==> config.mk <==
export PLATFORM = sky130hd
export DESIGN_NAME = query_param_int_extractor
export DESIGN_NICKNAME = d
export VERILOG_FILES = /design/src/design/qpie_pkg.sv /design/src/design/query_param_int_extractor.sv /design/src/design/qpie_in_stage.sv /design/src/design/qpie_parse.sv
export SDC_FILE = /design/constraint.sdc
export NUM_CORES = 1
export LEC_CHECK = 0
export BUFFER_PORTS_ARGS = -buffer_cell sky130_fd_sc_hd__clkbuf_2
export CAP_MARGIN = 30
export CORE_ASPECT_RATIO = 1.75
export CORE_MARGIN = 1
export CORE_UTILIZATION = 50
export DETAILED_ROUTE_END_ITERATION = 8
export PLACE_DENSITY = 0.78
export SYNTH_ARGS = -nofsm -noshare
export SYNTH_HDL_FRONTEND = slang
export SYNTH_SLANG_ARGS = --single-unit
==> constraint.sdc <==
create_clock -name clk -period 8.58 [get_ports clk]
set_input_delay 1.716 -clock clk [delete_from_list [all_inputs] [get_ports clk]]
set_output_delay 1.716 -clock clk [all_outputs]
set_load 0.005 [all_outputs]
==> src/design/qpie_pkg.sv <==
// ----------------------------------------------------------------------------
// qpie_pkg
// Shared types and character constants for the query parameter extractor.
// ----------------------------------------------------------------------------
package qpie_pkg;

    localparam int KEY_LENGTH_W = 4;
    localparam int CFG_DATA_W   = 64;
    localparam int MAG_W        = 30;
    localparam int VALUE_W      = 31;

    typedef enum logic [0:0] {
        CFG_KEY_LENGTH = 1'b0,
        CFG_KEY_BYTES  = 1'b1
    } cfg_index_t;

    typedef enum logic [3:0] {
        PH_BLANK  = 4'b0001,
        PH_SIGN   = 4'b0010,
        PH_DIGITS = 4'b0100,
        PH_STOP   = 4'b1000
    } phase_t;

    localparam logic [7:0] CH_AMP   = 8'h26;
    localparam logic [7:0] CH_EQ    = 8'h3D;
    localparam logic [7:0] CH_PLUS  = 8'h2B;
    localparam logic [7:0] CH_MINUS = 8'h2D;
    localparam logic [7:0] CH_SPACE = 8'h20;
    localparam logic [7:0] CH_TAB   = 8'h09;
    localparam logic [7:0] CH_CR    = 8'h0D;
    localparam logic [7:0] CH_ZERO  = 8'h30;
    localparam logic [7:0] CH_NINE  = 8'h39;

    typedef struct packed {
        logic [7:0] query_byte;
        logic       last_byte;
    } in_item_t;

    typedef struct packed {
        logic signed [VALUE_W-1:0] param_value;
        logic                      key_found;
    } out_item_t;

endpackage

==> src/design/query_param_int_extractor.sv <==
// ----------------------------------------------------------------------------
// query_param_int_extractor
// Streams a query string one byte per item and returns the decoded integer of
// the first '&' segment that starts with the configured key and '='. Each
// byte waits in the input register and is folded into the segment and
// number state by a single compare and multiply-by-ten step, so one byte is
// accepted every cycle unless a last byte is waiting in the input register.
// The item that carries the last byte yields one result item whose valid is
// registered when the parser takes that byte from the input register, and
// the next string can follow immediately. A last byte waits in the input
// register only while the previous result is still held at the output.
// Program key_length and key_bytes only while no string is in progress.
// ----------------------------------------------------------------------------
module query_param_int_extractor #(
    parameter int KEY_MAX_BYTES   = 8,
    parameter int VALUE_MAX_BYTES = 9
) (
    input  logic                              clk,
    input  logic                              rst_n,
    input  logic                              cfg_write_en,
    input  qpie_pkg::cfg_index_t              cfg_index,
    input  logic [qpie_pkg::CFG_DATA_W-1:0]   cfg_data,
    input  logic                              in_valid,
    output logic                              in_ready,
    input  qpie_pkg::in_item_t                in_item,
    output logic                              out_valid,
    input  logic                              out_ready,
    output qpie_pkg::out_item_t               out_item
);

    logic [qpie_pkg::KEY_LENGTH_W-1:0] key_length_reg;
    logic [KEY_MAX_BYTES*8-1:0]        key_bytes_reg;

    logic               hold_valid;
    logic               hold_take;
    qpie_pkg::in_item_t hold_item;

    always_ff @(posedge clk or negedge rst_n)
    begin
        if (!rst_n)
        begin
            key_length_reg <= '0;
            key_bytes_reg  <= '0;
        end
        else if (cfg_write_en)
        begin
            unique case (cfg_index)
                qpie_pkg::CFG_KEY_LENGTH:
                begin
                    key_length_reg <= cfg_data[qpie_pkg::KEY_LENGTH_W-1:0];
                end
                qpie_pkg::CFG_KEY_BYTES:
                begin
                    key_bytes_reg <= cfg_data[KEY_MAX_BYTES*8-1:0];
                end
                default:
                begin
                    key_length_reg <= key_length_reg;
                end
            endcase
        end
    end

    qpie_in_stage u_in_stage (
        .clk        (clk),
        .rst_n      (rst_n),
        .in_valid   (in_valid),
        .in_ready   (in_ready),
        .in_item    (in_item),
        .hold_valid (hold_valid),
        .hold_take  (hold_take),
        .hold_item  (hold_item)
    );

    qpie_parse #(
        .KEY_MAX_BYTES   (KEY_MAX_BYTES),
        .VALUE_MAX_BYTES (VALUE_MAX_BYTES)
    ) u_parse (
        .clk        (clk),
        .rst_n      (rst_n),
        .key_length (key_length_reg),
        .key_bytes  (key_bytes_reg),
        .hold_valid (hold_valid),
        .hold_take  (hold_take),
        .hold_item  (hold_item),
        .out_valid  (out_valid),
        .out_ready  (out_ready),
        .out_item   (out_item)
    );

endmodule

==> src/design/qpie_in_stage.sv <==
// ----------------------------------------------------------------------------
// qpie_in_stage
// Input holding register; accepts a new item whenever it is empty or the held one moves on.
// ----------------------------------------------------------------------------
module qpie_in_stage (
    input  logic               clk,
    input  logic               rst_n,
    input  logic               in_valid,
    output logic               in_ready,
    input  qpie_pkg::in_item_t in_item,
    output logic               hold_valid,
    input  logic               hold_take,
    output qpie_pkg::in_item_t hold_item
);

    logic               valid_reg;
    qpie_pkg::in_item_t item_reg;

    assign in_ready   = !valid_reg || hold_take;
    assign hold_valid = valid_reg;
    assign hold_item  = item_reg;

    always_ff @(posedge clk or negedge rst_n)
    begin
        if (!rst_n)
        begin
            valid_reg <= 1'b0;
        end
        else if (in_ready)
        begin
            valid_reg <= in_valid;
        end
    end

    always_ff @(posedge clk)
    begin
        if (in_ready && in_valid)
        begin
            item_reg <= in_item;
        end
    end

endmodule

==> src/design/qpie_parse.sv <==
// ----------------------------------------------------------------------------
// qpie_parse
// Per-byte segment matcher and decimal accumulator, plus the result register.
// ----------------------------------------------------------------------------
module qpie_parse #(
    parameter int KEY_MAX_BYTES   = 8,
    parameter int VALUE_MAX_BYTES = 9
) (
    input  logic                                  clk,
    input  logic                                  rst_n,
    input  logic [qpie_pkg::KEY_LENGTH_W-1:0]     key_length,
    input  logic [KEY_MAX_BYTES*8-1:0]            key_bytes,
    input  logic                                  hold_valid,
    output logic                                  hold_take,
    input  qpie_pkg::in_item_t                    hold_item,
    output logic                                  out_valid,
    input  logic                                  out_ready,
    output qpie_pkg::out_item_t                   out_item
);

    localparam int SEG_W = $clog2(KEY_MAX_BYTES + 2);
    localparam int CNT_W = $clog2(VALUE_MAX_BYTES + 2);
    localparam logic [SEG_W-1:0] KMAX = SEG_W'(KEY_MAX_BYTES);
    localparam logic [CNT_W-1:0] VMAX = CNT_W'(VALUE_MAX_BYTES);
    localparam int VALUE_W_L = qpie_pkg::VALUE_W;

    logic [SEG_W-1:0]             seg_reg, seg_next;
    logic                         pm_reg, pm_next;
    logic                         inval_reg, inval_next;
    logic [CNT_W-1:0]             cnt_reg, cnt_next;
    qpie_pkg::phase_t             phase_reg, phase_next;
    logic                         neg_reg, neg_next;
    logic [qpie_pkg::MAG_W-1:0]   mag_reg, mag_next;
    logic                         done_reg, done_next;
    logic                         out_valid_reg;
    qpie_pkg::out_item_t          out_item_reg, out_item_next;

    logic [7:0]                   c;
    logic [SEG_W-1:0]             klen;
    logic [7:0]                   kbyte;
    logic                         digit;
    logic                         blank;
    logic [VALUE_W_L-1:0]         mag_ext;

    assign c     = hold_item.query_byte;
    assign digit = (c >= qpie_pkg::CH_ZERO) && (c <= qpie_pkg::CH_NINE);
    assign blank = (c == qpie_pkg::CH_SPACE) ||
                   ((c >= qpie_pkg::CH_TAB) && (c <= qpie_pkg::CH_CR));

    assign hold_take = hold_valid && (!hold_item.last_byte || !out_valid_reg || out_ready);
    assign out_valid = out_valid_reg;
    assign out_item  = out_item_reg;

    always_comb
    begin
        if ({{(32-qpie_pkg::KEY_LENGTH_W){1'b0}}, key_length} > 32'(KEY_MAX_BYTES))
        begin
            klen = KMAX;
        end
        else
        begin
            klen = SEG_W'(key_length);
        end
    end

    always_comb
    begin
        kbyte = 8'h00;
        for (int i = 0; i < KEY_MAX_BYTES; i++)
        begin
            if (seg_reg == SEG_W'(i))
            begin
                kbyte = key_bytes[i*8 +: 8];
            end
        end
    end

    always_comb
    begin
        seg_next   = seg_reg;
        pm_next    = pm_reg;
        inval_next = inval_reg;
        cnt_next   = cnt_reg;
        phase_next = phase_reg;
        neg_next   = neg_reg;
        mag_next   = mag_reg;
        done_next  = done_reg;
        if (!done_reg)
        begin
            if (c == qpie_pkg::CH_AMP)
            begin
                if (inval_reg)
                begin
                    done_next = 1'b1;
                end
                else
                begin
                    seg_next = '0;
                    pm_next  = 1'b1;
                end
            end
            else if (inval_reg)
            begin
                if (cnt_reg <= VMAX)
                begin
                    cnt_next = cnt_reg + 1'b1;
                end
                if (cnt_reg < VMAX)
                begin
                    unique case (phase_reg)
                        qpie_pkg::PH_BLANK:
                        begin
                            if (blank)
                            begin
                                phase_next = qpie_pkg::PH_BLANK;
                            end
                            else if (c == qpie_pkg::CH_PLUS || c == qpie_pkg::CH_MINUS)
                            begin
                                neg_next   = (c == qpie_pkg::CH_MINUS);
                                phase_next = qpie_pkg::PH_SIGN;
                            end
                            else if (digit)
                            begin
                                mag_next   = qpie_pkg::MAG_W'(c[3:0]);
                                phase_next = qpie_pkg::PH_DIGITS;
                            end
                            else
                            begin
                                phase_next = qpie_pkg::PH_STOP;
                            end
                        end
                        qpie_pkg::PH_SIGN, qpie_pkg::PH_DIGITS:
                        begin
                            if (digit)
                            begin
                                mag_next   = (mag_reg << 3) + (mag_reg << 1) +
                                             qpie_pkg::MAG_W'(c[3:0]);
                                phase_next = qpie_pkg::PH_DIGITS;
                            end
                            else
                            begin
                                phase_next = qpie_pkg::PH_STOP;
                            end
                        end
                        qpie_pkg::PH_STOP:
                        begin
                            phase_next = qpie_pkg::PH_STOP;
                        end
                        default:
                        begin
                            phase_next = qpie_pkg::PH_STOP;
                        end
                    endcase
                end
            end
            else if (seg_reg < klen)
            begin
                if (c != kbyte)
                begin
                    pm_next = 1'b0;
                end
                seg_next = seg_reg + 1'b1;
            end
            else if (seg_reg == klen)
            begin
                if (pm_reg && c == qpie_pkg::CH_EQ)
                begin
                    inval_next = 1'b1;
                end
                seg_next = seg_reg + 1'b1;
            end
        end
    end

    assign mag_ext = {1'b0, mag_next};

    always_comb
    begin
        out_item_next.key_found   = inval_next;
        out_item_next.param_value = '0;
        if (inval_next && cnt_next <= VMAX)
        begin
            out_item_next.param_value = neg_next ? -mag_ext : mag_ext;
        end
    end

    always_ff @(posedge clk or negedge rst_n)
    begin
        if (!rst_n)
        begin
            seg_reg   <= '0;
            pm_reg    <= 1'b1;
            inval_reg <= 1'b0;
            cnt_reg   <= '0;
            phase_reg <= qpie_pkg::PH_BLANK;
            neg_reg   <= 1'b0;
            mag_reg   <= '0;
            done_reg  <= 1'b0;
        end
        else if (hold_take)
        begin
            if (hold_item.last_byte)
            begin
                seg_reg   <= '0;
                pm_reg    <= 1'b1;
                inval_reg <= 1'b0;
                cnt_reg   <= '0;
                phase_reg <= qpie_pkg::PH_BLANK;
                neg_reg   <= 1'b0;
                mag_reg   <= '0;
                done_reg  <= 1'b0;
            end
            else
            begin
                seg_reg   <= seg_next;
                pm_reg    <= pm_next;
                inval_reg <= inval_next;
                cnt_reg   <= cnt_next;
                phase_reg <= phase_next;
                neg_reg   <= neg_next;
                mag_reg   <= mag_next;
                done_reg  <= done_next;
            end
        end
    end

    always_ff @(posedge clk or negedge rst_n)
    begin
        if (!rst_n)
        begin
            out_valid_reg <= 1'b0;
        end
        else if (hold_take && hold_item.last_byte)
        begin
            out_valid_reg <= 1'b1;
        end
        else if (out_ready)
        begin
            out_valid_reg <= 1'b0;
        end
    end

    always_ff @(posedge clk)
    begin
        if (hold_take && hold_item.last_byte)
        begin
            out_item_reg <= out_item_next;
        end
    end

    a_cnt_range: assert property (@(posedge clk) disable iff (!rst_n)
        cnt_reg <= VMAX + 1'b1)
        else $error("value byte count out of range");

    a_idle_clean: assert property (@(posedge clk) disable iff (!rst_n)
        !inval_reg |-> (phase_reg == qpie_pkg::PH_BLANK && mag_reg == '0 && cnt_reg == '0))
        else $error("number state set outside value text");

    a_done_in_value: assert property (@(posedge clk) disable iff (!rst_n)
        done_reg |-> inval_reg)
        else $error("segment ended without value text");

    a_digits_counted: assert property (@(posedge clk) disable iff (!rst_n)
        phase_reg == qpie_pkg::PH_DIGITS |-> cnt_reg != '0)
        else $error("digits taken with no value byte counted");

    a_result_issued: assert property (@(posedge clk) disable iff (!rst_n)
        hold_take && hold_item.last_byte |=> out_valid_reg)
        else $error("last byte taken but no result");

endmodule
# Word-level counts from Yosys, hierarchy flattened

Index checks and enable logic that the tools add are counted.

Logic and storage cells: 150
Bits in registers: 157
Bits of input ports: 79
Output and inout port bits: 34

Equality and inequality tests: 20
Reductions and logical operators: 29
Add/sub/neg operators: 5
Multiplexer cells: 69
Bitwise operators: 1
Order comparisons: 9

Operators with widths:

| operator                                             | count |
|---|---|
| 2-to-1 mux 30 bit                                    | 10 |
| 2-to-1 mux 4 bit                                     | 21 |
| 2-to-1 mux 8 bit                                     | 8 |
| one-hot mux 30 bit (2 select lines)                  | 1 |
| equality test 8 x 6 -> 1 bit (second input constant) | 5 |
| negator 30 -> 31 bit                                 | 1 |
| adder 30 bit                                         | 1 |
| adder 30 x 4 -> 30 bit                               | 1 |
| 2-to-1 mux 1 bit                                     | 28 |
| equality test 4 x 3 -> 1 bit (second input constant) | 5 |
| equality test 4 x 2 -> 1 bit (second input constant) | 3 |
| AND reduction 5 bit                                  | 2 |
| adder 4 x 1 -> 4 bit (second input constant)         | 2 |
| equality test 4 x 1 -> 1 bit (second input constant) | 2 |
| >= comparator 8 x 4 -> 1 bit (second input constant) | 1 |
| >= comparator 8 x 6 -> 1 bit (second input constant) | 1 |
| <= comparator 4 bit (second input constant)          | 2 |
| <= comparator 8 x 4 -> 1 bit (second input constant) | 1 |
| <= comparator 8 x 6 -> 1 bit (second input constant) | 1 |
| inequality test 8 bit                                | 1 |
| one-hot mux 4 bit (2 select lines)                   | 1 |
| logical AND 1 bit                                    | 7 |
| inequality test 2 bit (second input constant)        | 3 |
| AND reduction 2 bit                                  | 3 |
| other kinds (13)                                     | 22 |

# Longest topological paths before layout

Depth after elaboration: 16
Gate-level depth with buffers: 18
Gate-level depth less buffers: 14

# Hierarchy

Synthesis repeated with hierarchy kept, for this count alone.

Cells, all modules: 1007
Area, all modules: 10138.5 µm²

Modules (own cells, without submodules):

| module                    | area each (µm²) | instances | cells an instance | seq. area each (µm²) |
|---|---|---|---|---|
| qpie_parse                | 7249.5          | 1         | 850               | 2139.6 |
| query_param_int_extractor | 2565.0          | 1         | 144               | 1701.6 |
| qpie_in_stage             | 324.1           | 1         | 13                | 295.3 |

# Least setup slack after synthesis

Ideal clock, no wire load.

Path kind: register to register
Start point: reg u_in_stage.item_reg, in the netlist u_in_stage.hold_item[7]
End point: reg u_parse.out_item_reg, in the netlist u_parse.out_item[27] (data pin)
Setup slack: 4.093 ns
Cell stages (with the launch flop): 18
Required time: 8.315 ns
Data arrival time: 4.222 ns
Path buffers: 5
Clock period less this slack: 4.487 ns
Cells stage by stage: edfxtp_1 > buf_6 > or3_4 > nor3_4 > a211oi_2 > nand2_2 > clkbuf_1 > clkbuf_1 > clkbuf_1 > clkbuf_1 > nor2_1 > a21oi_1 > ha_1 > o211a_1 > nand4_1 > or4b_2 > o31ai_1 > mux2i_1

Cells in the longest elaborated chain, start to end: 12
Elaborated cells between the ends (all ways): 42
Those cells by class: add/sub: 1; order compare: 5; eq/ne: 5; mux: 25; reduce/logical: 6

Ends and longest elaborated chain:

| what                                                                                | RTL line            | text |
|---|---|---|
| start, declared                                                                     | qpie_in_stage.sv:17 | `qpie_pkg::in_item_t item_reg;` |
| start signal, assigned                                                              | qpie_in_stage.sv:39 | `item_reg <= in_item;` |
| >= comparator 8 x 6 -> 1 bit / <= comparator 8 x 6 -> 1 bit (equally long branches) | qpie_parse.sv:46    | `assign digit = (c >= qpie_pkg::CH_ZERO) && (c <= qpie_pkg::CH_NINE);` |
| logical AND 1 bit                                                                   | qpie_parse.sv:46    |  |
| 2-to-1 mux 30 bit                                                                   | qpie_parse.sv:122   | `else if (digit)` |
| 2-to-1 mux 30 bit                                                                   | qpie_parse.sv:117   | `else if (c == qpie_pkg::CH_PLUS \|\| c == qpie_pkg::CH_MINUS)` |
| 2-to-1 mux 30 bit                                                                   | qpie_parse.sv:113   | `if (blank)` |
| one-hot mux 30 bit (2 select lines)                                                 | qpie_parse.sv:110   | `unique case (phase_reg)` |
| 2-to-1 mux 30 bit                                                                   | qpie_parse.sv:108   | `if (cnt_reg < VMAX)` |
| 2-to-1 mux 30 bit                                                                   | qpie_parse.sv:102   | `else if (inval_reg)` |
| 2-to-1 mux 30 bit                                                                   | qpie_parse.sv:90    | `if (c == qpie_pkg::CH_AMP)` |
| 2-to-1 mux 30 bit                                                                   | qpie_parse.sv:88    | `if (!done_reg)` |
| negator 30 -> 31 bit                                                                | qpie_parse.sv:183   | `out_item_next.param_value = neg_next ? -mag_ext : mag_ext;` |
| 2-to-1 mux 30 bit                                                                   | qpie_parse.sv:183   |  |
| end signal, assigned                                                                | qpie_parse.sv:247   | `out_item_reg <= out_item_next;` |
| end, declared                                                                       | qpie_parse.sv:36    | `qpie_pkg::out_item_t out_item_reg, out_item_next;` |

Several ways; a longest one is shown, not always the timed one.
A chain may end at the register's enable or synchronous reset.

# Worst setup path after layout

Start point: reg u_in_stage.item_reg, in the netlist u_in_stage.hold_item[4]
End point: reg u_parse.out_item_reg, in the netlist u_parse.out_item[29] (data pin)

Cells in the longest elaborated chain, start to end: 12
Elaborated cells between the ends (all ways): 43
Those cells by class: add/sub: 2; order compare: 5; eq/ne: 5; mux: 25; reduce/logical: 6

Ends and longest elaborated chain:

| what |
|---|
| branches (longest 12 deep; another with negator 30 -> 31 bit) |

Several ways; the timed one is not identified.

==> flow_metrics.env <==
export IMPL_power_switching_uw=650
export IMPL_worst_endpoint_required_ns=8.87
export IMPL_syn_area_um2=10200
export IMPL_drive_above_1_share=0.222
export IMPL_number_of_global_route_vias_before_repair=8908
export IMPL_post_layout_instance_count_excluding_filler_cells=1370
export IMPL_finalSetupViolations=0
export IMPL_cts_buffers=17
export IMPL_detail_route_wirelength_mm=28.2
export IMPL_cellPowerDensity_nw_per_um2=179
export IMPL_worst_slew_pin_slew_ns=1.02
export IMPL_detailedRoute_firstIterationViolations=445
export IMPL_setup_repair_after_global_routing_missed_its_margin="no"
export IMPL_synth_area_top_cells="sky130_fd_sc_hd__dfrtp_1 28%, sky130_fd_sc_hd__edfxtp_1 12%, sky130_fd_sc_hd__ha_1 8.1%, sky130_fd_sc_hd__mux2_2 7.5%, sky130_fd_sc_hd__o21ai_0 3.6%"
export IMPL_drt_vias_per_instance=6.32
export IMPL_vdd_ir_drop_max_uv=143
export IMPL_netlist_top_cells_count="114 x sky130_fd_sc_hd__dfrtp_1, 83 x sky130_fd_sc_hd__nand2_1, 73 x sky130_fd_sc_hd__o21ai_0, 68 x sky130_fd_sc_hd__mux2_2, 68 x sky130_fd_sc_hd__nor2_1"
export IMPL_net_switching_fraction_of_the_power=0.315
export IMPL_seqPwrFrac=0.427
export IMPL_drt_drc_violations_left=0
export IMPL_drt_antenna_violating_nets=0
export IMPL_core_rowCount=68
export IMPL_number_of_diodes_added_for_antenna_fixing=0
export IMPL_fin_crit_ns=5.11
export IMPL_leakagePower_uw=0.00511
export IMPL_cp_max_fo=12
export IMPL_die_area_um2=20900
export IMPL_finClkSkew_ns=0.00865
export IMPL_max_reg_flops=64
export IMPL_clock_tree_buffer_depth=2
export IMPL_antenna_found_initial=0
export IMPL_post_cts_resized_instances=0
export IMPL_setup_tns_final_ns=0
export IMPL_netlist_instances=1014
export IMPL_max_slew_margin_rel=0.311
export IMPL_cts_sinks=157
export IMPL_placedCellCount=1337
export IMPL_synth_cell_type_count=83
export IMPL_core_area_um2=19800
export IMPL_syn_avg_cell_area_um2=10.0
export IMPL_cts_tree="done"
export IMPL_fin_crit_sh=0.596
export IMPL_share_comb_of_total_power=0.199
export IMPL_async_flop_share=0.739
export IMPL_crit_buf_inv=1
export IMPL_cp_end_kind="flop"
export IMPL_synth_seq_cells=157
export IMPL_global_route_wire_length_before_repair_mm=44.6
export IMPL_final_max_slew_viol_count=0
export IMPL_synthFlopType="sky130_fd_sc_hd__dfrtp_1"
export IMPL_cts_post_setup_buffers_inserted=0
export IMPL_clkLatencyLatePin_ns=0.44
export IMPL_port_buffers=112
export IMPL_final_hold_slack_ns=0.502
export IMPL_netlist_area_leader_share=0.281
export IMPL_postSynthNetCount=1161
export IMPL_crit_path_cell_trace="inv_1 -> fa_1 -> fa_1 -> nand2b_1 -> a211oi_1 -> o21ai_1 -> a21boi_0 -> xor2_1 -> a221o_1 -> or4_4 -> or3_4 -> o31ai_1 -> mux2i_1"
export IMPL_path_class="flop to flop"
export IMPL_synth_seq_area_share=0.407
export IMPL_die_w_um=110
export IMPL_totalPowerFinal_uw=2060
export IMPL_path_clk_slew_ns=0.08
export IMPL_die_height_um=191
export IMPL_intPower_uw=1410
export IMPL_timing_hold_worst_class="flop to flop"
export IMPL_initial_core_util=0.512
export IMPL_placedInstanceArea_um2=10900
export IMPL_n_fill_cell=1694
export IMPL_gpl_final_weighted_congestion=0.980
export IMPL_worst_path_most_repeated_cell="sky130_fd_sc_hd__fa_1"
export IMPL_grt_use_total=0.286
export IMPL_place_hpwl_mm=21.2
export IMPL_route_detailed_wl_per_inst_um=20.6
export IMPL_start_kind="flop"
export IMPL_number_of_buffers_inserted_by_hold_repair_at_cts=0
export IMPL_path_delay_family="compound AO/OA/AOI/OAI gates"
export IMPL_net_count_reported_at_finish=1259
export IMPL_grt_overflow_total=0
export IMPL_yosysWarningCount=0
export IMPL_synth_largest_area_cell="sky130_fd_sc_hd__dfrtp_1"
export IMPL_dr_total_vias=8661
export IMPL_clock_power_share=0.375
export IMPL_run_status="completed"
export IMPL_synth_enable_flop_cells=41
export IMPL_hold_violations=0
export IMPL_drv_max_cap_violation_count=0
export IMPL_grt_max_degree=66
export IMPL_areaGrowthSynthToFinish_pct=13.8
export IMPL_synth_most_common_cell="sky130_fd_sc_hd__dfrtp_1"
export IMPL_top_level_ports=113
export IMPL_drt_first_pass_iters=5
export IMPL_critPathMaxStageDelay_ns=0.58
export IMPL_cts_root_buf="sky130_fd_sc_hd__clkbuf_16"
export IMPL_worstPathArrival_ns=5.41
export IMPL_clock_fmax_mhz=196
export IMPL_critical_path_slowest_cell="sky130_fd_sc_hd__edfxtp_1"
export IMPL_finalInstanceArea_um2=11600
export IMPL_h_tree_depth=4
through the flow:
stage               utilization  setup slack [ns]
floorplan                     -              4.09
global placement          0.551              3.64
detailed placement        0.551              3.53
CTS                       0.582              3.52
global route              0.583              3.12
finish                    0.583              3.47
worst reg2reg max path: stages (launching register included):
cell                       delay (ns)
sky130_fd_sc_hd__edfxtp_1        0.58
sky130_fd_sc_hd__inv_1           0.20
sky130_fd_sc_hd__fa_1            0.56
sky130_fd_sc_hd__fa_1            0.46
sky130_fd_sc_hd__nand2b_1        0.17
sky130_fd_sc_hd__a211oi_1        0.49
sky130_fd_sc_hd__o21ai_1         0.20
sky130_fd_sc_hd__a21boi_0        0.23
sky130_fd_sc_hd__xor2_1          0.14
sky130_fd_sc_hd__a221o_1         0.39
sky130_fd_sc_hd__or4_4           0.58
sky130_fd_sc_hd__or3_4           0.44
sky130_fd_sc_hd__o31ai_1         0.30
sky130_fd_sc_hd__mux2i_1         0.22
layout by cell type (no fill, tap or decap), types with 12 or more instances in the layout:
cell type,n
sky130_fd_sc_hd__dfrtp_1,114
sky130_fd_sc_hd__clkbuf_2,112
sky130_fd_sc_hd__nand2_1,82
sky130_fd_sc_hd__o21ai_0,73
sky130_fd_sc_hd__mux2_2,68
sky130_fd_sc_hd__nor2_1,67
sky130_fd_sc_hd__ha_1,66
sky130_fd_sc_hd__a21oi_1,42
sky130_fd_sc_hd__edfxtp_1,41
sky130_fd_sc_hd__xor2_1,34
sky130_fd_sc_hd__xnor2_1,25
sky130_fd_sc_hd__inv_1,23
sky130_fd_sc_hd__nor3_1,23
sky130_fd_sc_hd__nand3_1,22
sky130_fd_sc_hd__a21o_1,18
sky130_fd_sc_hd__o31ai_1,18
sky130_fd_sc_hd__a22o_1,17
sky130_fd_sc_hd__clkbuf_16,17
sky130_fd_sc_hd__nand2b_1,15
sky130_fd_sc_hd__nor2b_1,13
sky130_fd_sc_hd__mux2i_1,12
sky130_fd_sc_hd__a211oi_1,12
path summary, 6_finish.rpt:
kind,depth (start not counted),start,slack [ns],end
worst max-delay path,13,u_in_stage.hold_item[4],3.47,u_parse.out_item[29]
worst min-delay path,2,u_parse.phase_reg[0],0.50,u_parse.phase_reg[0]
worst max register to register,13,u_in_stage.hold_item[4],3.47,u_parse.out_item[29]
worst min register to register,2,u_parse.phase_reg[0],0.50,u_parse.phase_reg[0]
max in group asynchronous,2,rst_n,5.96,u_parse.mag_reg[14]
min in group asynchronous,1,rst_n,1.35,u_parse.mag_reg[20]
per-layer routing:
layer,vias up,part of all wire,track usage
met4,0,0.081,0.218
met3,135,0.048,0.0554
met5,-,0,0
met1,4205,0.34,0.277
met2,311,0.53,0.517
li1,4010,-,-
logic make-up (layout without fill, tap and decap cells):
| group | Yosys count | after routing | share of synthesized area |
|---|---|---|---|
| AO/OA/AOI/OAI | 282 | 282 | 0.190 |
| buffers and inverters | 67 | 178 | 0.0274 |
| AND/OR/NAND/NOR | 301 | 301 | 0.152 |
| XOR/XNOR | 59 | 59 | 0.0509 |
| multiplexers | 80 | 80 | 0.0873 |
| flip-flops | 157 | 157 | 0.407 |
| adder cells (fa/ha/maj) | 68 | 68 | 0.0853 |
power groups by stage:
stage / Sequential (µW) / Combinational, µW / Clock [µW]
detailed placement: 894 / 409 / 0
floorplan: 875 / 289 / 0
CTS: 879 / 412 / 779
finish: 880 / 410 / 773
global route: 888 / 449 / 809
global placement: 890 / 403 / 0
area by class of cell:
class / count / area [µm²] / area share
timing repair buffer: 123 / 651 / 0.0563
sequential: 157 / 4140 / 0.358
clock buffer: 17 / 425 / 0.0368
clock inverter: 15 / 189 / 0.0164
inverter: 23 / 86.3 / 0.00747
multi-input combinational: 790 / 5760 / 0.498
tap: 245 / 307 / 0.0265
No activity file was read; power rests on OpenSTA's default activity.
